==> src/sv/rpsa_pkg.sv <==
package rpsa_pkg;

  localparam int unsigned SLOTS_DEF   = 128;
  localparam int unsigned SOURCES_DEF = 256;

  localparam logic [2:0] CMD_ALLOC_IDX   = 3'd0;
  localparam logic [2:0] CMD_RELEASE_IDX = 3'd1;
  localparam logic [2:0] CMD_FIND_IDX    = 3'd2;
  localparam logic [2:0] CMD_ALLOC_RAW   = 3'd3;
  localparam logic [2:0] CMD_FIND_RAW    = 3'd4;
  localparam logic [2:0] CMD_RELEASE_RAW = 3'd5;

  localparam logic [1:0] ST_OK        = 2'd0;
  localparam logic [1:0] ST_NOT_FOUND = 2'd1;
  localparam logic [1:0] ST_NO_SLOT   = 2'd2;

  localparam logic [15:0] COUNT_MAX = 16'hffff;

  typedef struct packed {
    logic capture;
    logic dispatch;
    logic free_step;
    logic raw_step;
    logic deliver;
  } ctrl_cmd_t;

  typedef struct packed {
    logic go_free;
    logic go_raw;
    logic free_done;
    logic raw_done;
    logic out_free;
  } dp_stat_t;

  function automatic logic [14:0] code_of(input logic [7:0] slot);
    return {slot[6:0], 8'd0};
  endfunction

endpackage

==> src/sv/rpsa_ctrl.sv <==
module rpsa_ctrl (
  input  logic                 clk_i,
  input  logic                 rst_ni,
  input  logic                 in_valid_i,
  output logic                 in_ready_o,
  input  rpsa_pkg::dp_stat_t   stat_i,
  output rpsa_pkg::ctrl_cmd_t  ctl_o
);
  import rpsa_pkg::*;

  localparam logic [2:0] S_IDLE = 3'd0;
  localparam logic [2:0] S_DISP = 3'd1;
  localparam logic [2:0] S_FREE = 3'd2;
  localparam logic [2:0] S_RAW  = 3'd3;
  localparam logic [2:0] S_DONE = 3'd4;

  logic [2:0] state_q, state_d;

  assign in_ready_o = (state_q == S_IDLE);

  always_comb begin
    state_d = state_q;
    ctl_o   = '0;
    unique case (state_q)
      S_IDLE: begin
        if (in_valid_i) begin
          ctl_o.capture = 1'b1;
          state_d       = S_DISP;
        end
      end
      S_DISP: begin
        ctl_o.dispatch = 1'b1;
        priority if (stat_i.go_free) state_d = S_FREE;
        else if (stat_i.go_raw)     state_d = S_RAW;
        else                        state_d = S_DONE;
      end
      S_FREE: begin
        ctl_o.free_step = 1'b1;
        if (stat_i.free_done) state_d = S_DONE;
      end
      S_RAW: begin
        ctl_o.raw_step = 1'b1;
        if (stat_i.raw_done) state_d = S_DONE;
      end
      S_DONE: begin
        if (stat_i.out_free) begin
          ctl_o.deliver = 1'b1;
          state_d       = S_IDLE;
        end
      end
      default: state_d = S_IDLE;
    endcase
  end

  always_ff @(posedge clk_i or negedge rst_ni) begin
    if (!rst_ni) begin
      state_q <= S_IDLE;
    end else begin
      state_q <= state_d;
    end
  end

endmodule

==> config.mk <==
export PLATFORM = sky130hd
export DESIGN_NAME = rpsa_ctrl
export DESIGN_NICKNAME = d
export VERILOG_FILES = /design/src/sv/rpsa_pkg.sv /design/src/sv/rpsa_ctrl.sv
export SDC_FILE = /design/constraint.sdc
export NUM_CORES = 1
export LEC_CHECK = 0
export BUFFER_PORTS_ARGS = -buffer_cell sky130_fd_sc_hd__buf_2
export CORE_AREA = 3 3 40 42
export DETAILED_ROUTE_END_ITERATION = 12
export DIE_AREA = 0 0 43 45
export GPL_ROUTABILITY_DRIVEN = 0
export PLACE_DENSITY = 0.37
export SYNTH_ARGS = -nofsm -noshare
export SYNTH_HDL_FRONTEND = slang
export SYNTH_SLANG_ARGS = --single-unit
==> constraint.sdc <==
create_clock -name clk_i -period 1.1 [get_ports clk_i]
set_input_delay 0.22 -clock clk_i [delete_from_list [all_inputs] [get_ports clk_i]]
set_output_delay 0.22 -clock clk_i [all_outputs]
set_load 0.03 [all_outputs]
==> flow_metrics.tcl <==
set metrics [dict create \
    cts_buffer_depth 2 \
    rows 13 \
    start_util 0.1733 \
    drt_first_pass_iters 2 \
    finalWirelength_um 761 \
    grt_pass1_vias 295 \
    cp-start-kind "flop" \
    slew_viol_final 0 \
    final_cell_area_um2 564.3 \
    synth_cells 27 \
    ys_warn_count 0 \
    antenna_cells 0 \
    cp_slowest_cell "dfrtp_2" \
    initialDrtViolationCount 3 \
    io_buffers 13 \
    die_w_um 43 \
    min_path_cells 3 \
    die_h_um 45 \
    critPathBufInv 2 \
    worstSkewPairLatency_ps 230 \
    synthesis.area_um2 222.7 \
    fin_crit_sh 1.253 \
    holdWs_ps 294.7 \
    die_area_um2 1935 \
    final_common_cell "buf_6" \
    slew_headroom 0.8524 \
    cts_tree "yes" \
    antenna_found_initial 0 \
    finalSetupTns_ps -1487 \
    synth.area.top_cells "dfrtp_1 34%, nor3_1 6.7%, buf_6 5.1%, nand2_1 5.1%, nor2_1 5.1%" \
    dr.max_layer_used "met3" \
    met1_length_um 319 \
    regMostFlops "state_q" \
    synthDistinctLibCells 19 \
    dp_hpwl_um 545.8 \
    final_cell_mix "11 x buf_6, 9 x buf_4, 7 x buf_2" \
    layout_setup_ws_ps -278.8 \
    min_period_ps 1379 \
    synth_fp_nets 35 \
    placed_cell_area_um2 389.1 \
    violations "setup timing" \
    worst_ep_arrival_time_ps 1160 \
    finalHoldViolCount 0 \
    drc 0 \
    crit_chain "buf_6, nor3_2, buf_4" \
    crit_cells 3 \
    crit_required_ps 880 \
    vias 307 \
    h-tree-depth 1 \
    numCtsBuffers 3 \
    nNetsFinal 66 \
    track_usage 0.09357 \
    outcome "finished, violations left" \
    ys_seq_elements 3 \
    layout-drive-gt1-share 0.8246 \
    layoutNonFillerInstCount 72 \
    ir_drop_mv 0.8230 \
    worstPathMaxFanout 5 \
    yosysTopAreaCell "dfrtp_1" \
    worst-setup-path-type "flop to primary output" \
    ys_seq_area_frac 0.3371 \
    leakage_nw 0.2492 \
    wl_per_cell_um 10.57 \
    biggestRegsByFlops "state_q: 3 flops" \
    vias_per_cell 4.264 \
    synth_top_cell_area_share 0.3371 \
    post-route-util 0.4391 \
    area_delta_synth_final_pct 153.4 \
    dr_wl_met3_um 38 \
    num_io_pins 14 \
    largest_register_ff_count 3 \
    clock_skew_ps 3.676 \
    clockRootBuffer "clkbuf_4" \
    r2r_cells 3 \
    setup_violations 8 \
    hold_path.class "input pin to flop" \
    p_per_area_nw_per_um2 3105 \
    cts_sinks 3 \
    ant_nets 0 \
    rsz0062_at_grt "yes" \
    avgSynthCellArea_um2 8.249 \
    grt_pass1_wl_um 1352 \
    drv_cap 0 \
    fmax_mhz 725.3 \
    core_um2 1285 \
    cpPeakStageDelay_ps 460 \
    grt_max_degree 6 \
    wl_met2_um 403 \
    placed_cells 62 \
    worst-slew-pin-transition_ps 220.9 \
    grt_overflow 0 \
    clk_pin_slew_ps 40 \
    worst_setup_path_end_kind "primary output" \
    cpLargestDelayFamily "flip-flops" \
]
==> cells by family (layout without fill, tap and decap cells) <==
kind of cell | after synthesis | count (layout) | share of synthesized area
DFF | 3 | 3 | 0.3371
buffers and inverters | 4 | 34 | 0.1180
and+or+nand+nor | 14 | 14 | 0.3427
muxes | 1 | 1 | 0.04495
AOI/OAI and AO/OA | 5 | 5 | 0.1573
==> power breakdown <==
group          total (W)  switching (W)  internal, W  leakage [nW]
Combinational    0.00130       0.000587     0.000708         0.200
Clock           0.000191      0.0000550     0.000136        0.0150
Sequential      0.000266      0.0000962     0.000170        0.0346
Total            0.00175       0.000738      0.00101         0.249
==> through the flow <==
step / power, W / setup WS, ps
2_1_floorplan: 0.0008013 / -237.9
3_3_place_gp: 0.001120 / -97.86
3_5_place_dp: 0.001107 / -103.1
4_1_cts: 0.001552 / -276.4
5_1_grt: 0.001874 / -325.4
6_report: 0.001752 / -278.8
==> tightest hold or removal path, delay by kind of cell <==
family	cells	cell delay, ps
buf+inv	1	100
simple gates	1	100
compound gates	1	60
==> cell usage after synthesis <==
library cell  count
dfrtp_1           3
nand3b_1          1
buf_6             1
inv_1             1
inv_4             1
nor3b_1           1
a221oi_1          1
or3_4             1
mux2i_1           1
nand2_1           3
nor3_1            3
a31oi_1           1
and2_1            1
buf_2             1
nand2b_1          1
nor2_1            3
a21oi_2           1
a21oi_1           1
o22ai_1           1
==> path summary, 6_finish.rpt <==
kind | startpoint | to | slack, ps
setup / recovery | state_q[1] | ctl_o[3] | -280
hold reg to reg | state_q[2] | state_q[1] | 720
min in group asynchronous | rst_ni | state_q[2] | 310
max in group asynchronous | rst_ni | state_q[0] | 670
setup reg to reg | state_q[1] | state_q[1] | -70
hold / removal | stat_i[3] | state_q[0] | 290
==> per-layer routing <==
metal / track usage / vias to the layer above
li1: - / 156
met1: 0.1241 / 143
met2: 0.1437 / 8
met3: 0.02789 / 0
met4: 0.03614 / 0
met5: 0 / -
==> what timing repair did <==
action | CTS | global route
endpoints found under the setup margin | 9 | 9
endpoints found under the hold margin | 3 | 0
gates resized for setup | 17 | 14
hold buffers | 1 | 0
buffers inserted | 4 | 3
cloned | 0 | 0
pin swaps | 5 | 2
==> area by class of cell <==
cell class | count | area, µm²
Fill cell | 124 | 720.7
Inverter | 2 | 10.01
Clock buffer | 4 | 26.28
Timing Repair Buffer | 28 | 236.5
Multi-Input combinational cell | 20 | 193.9
Sequential cell | 3 | 78.83
Tap cell | 15 | 18.77
No activity file was read; power rests on OpenSTA's default activity.
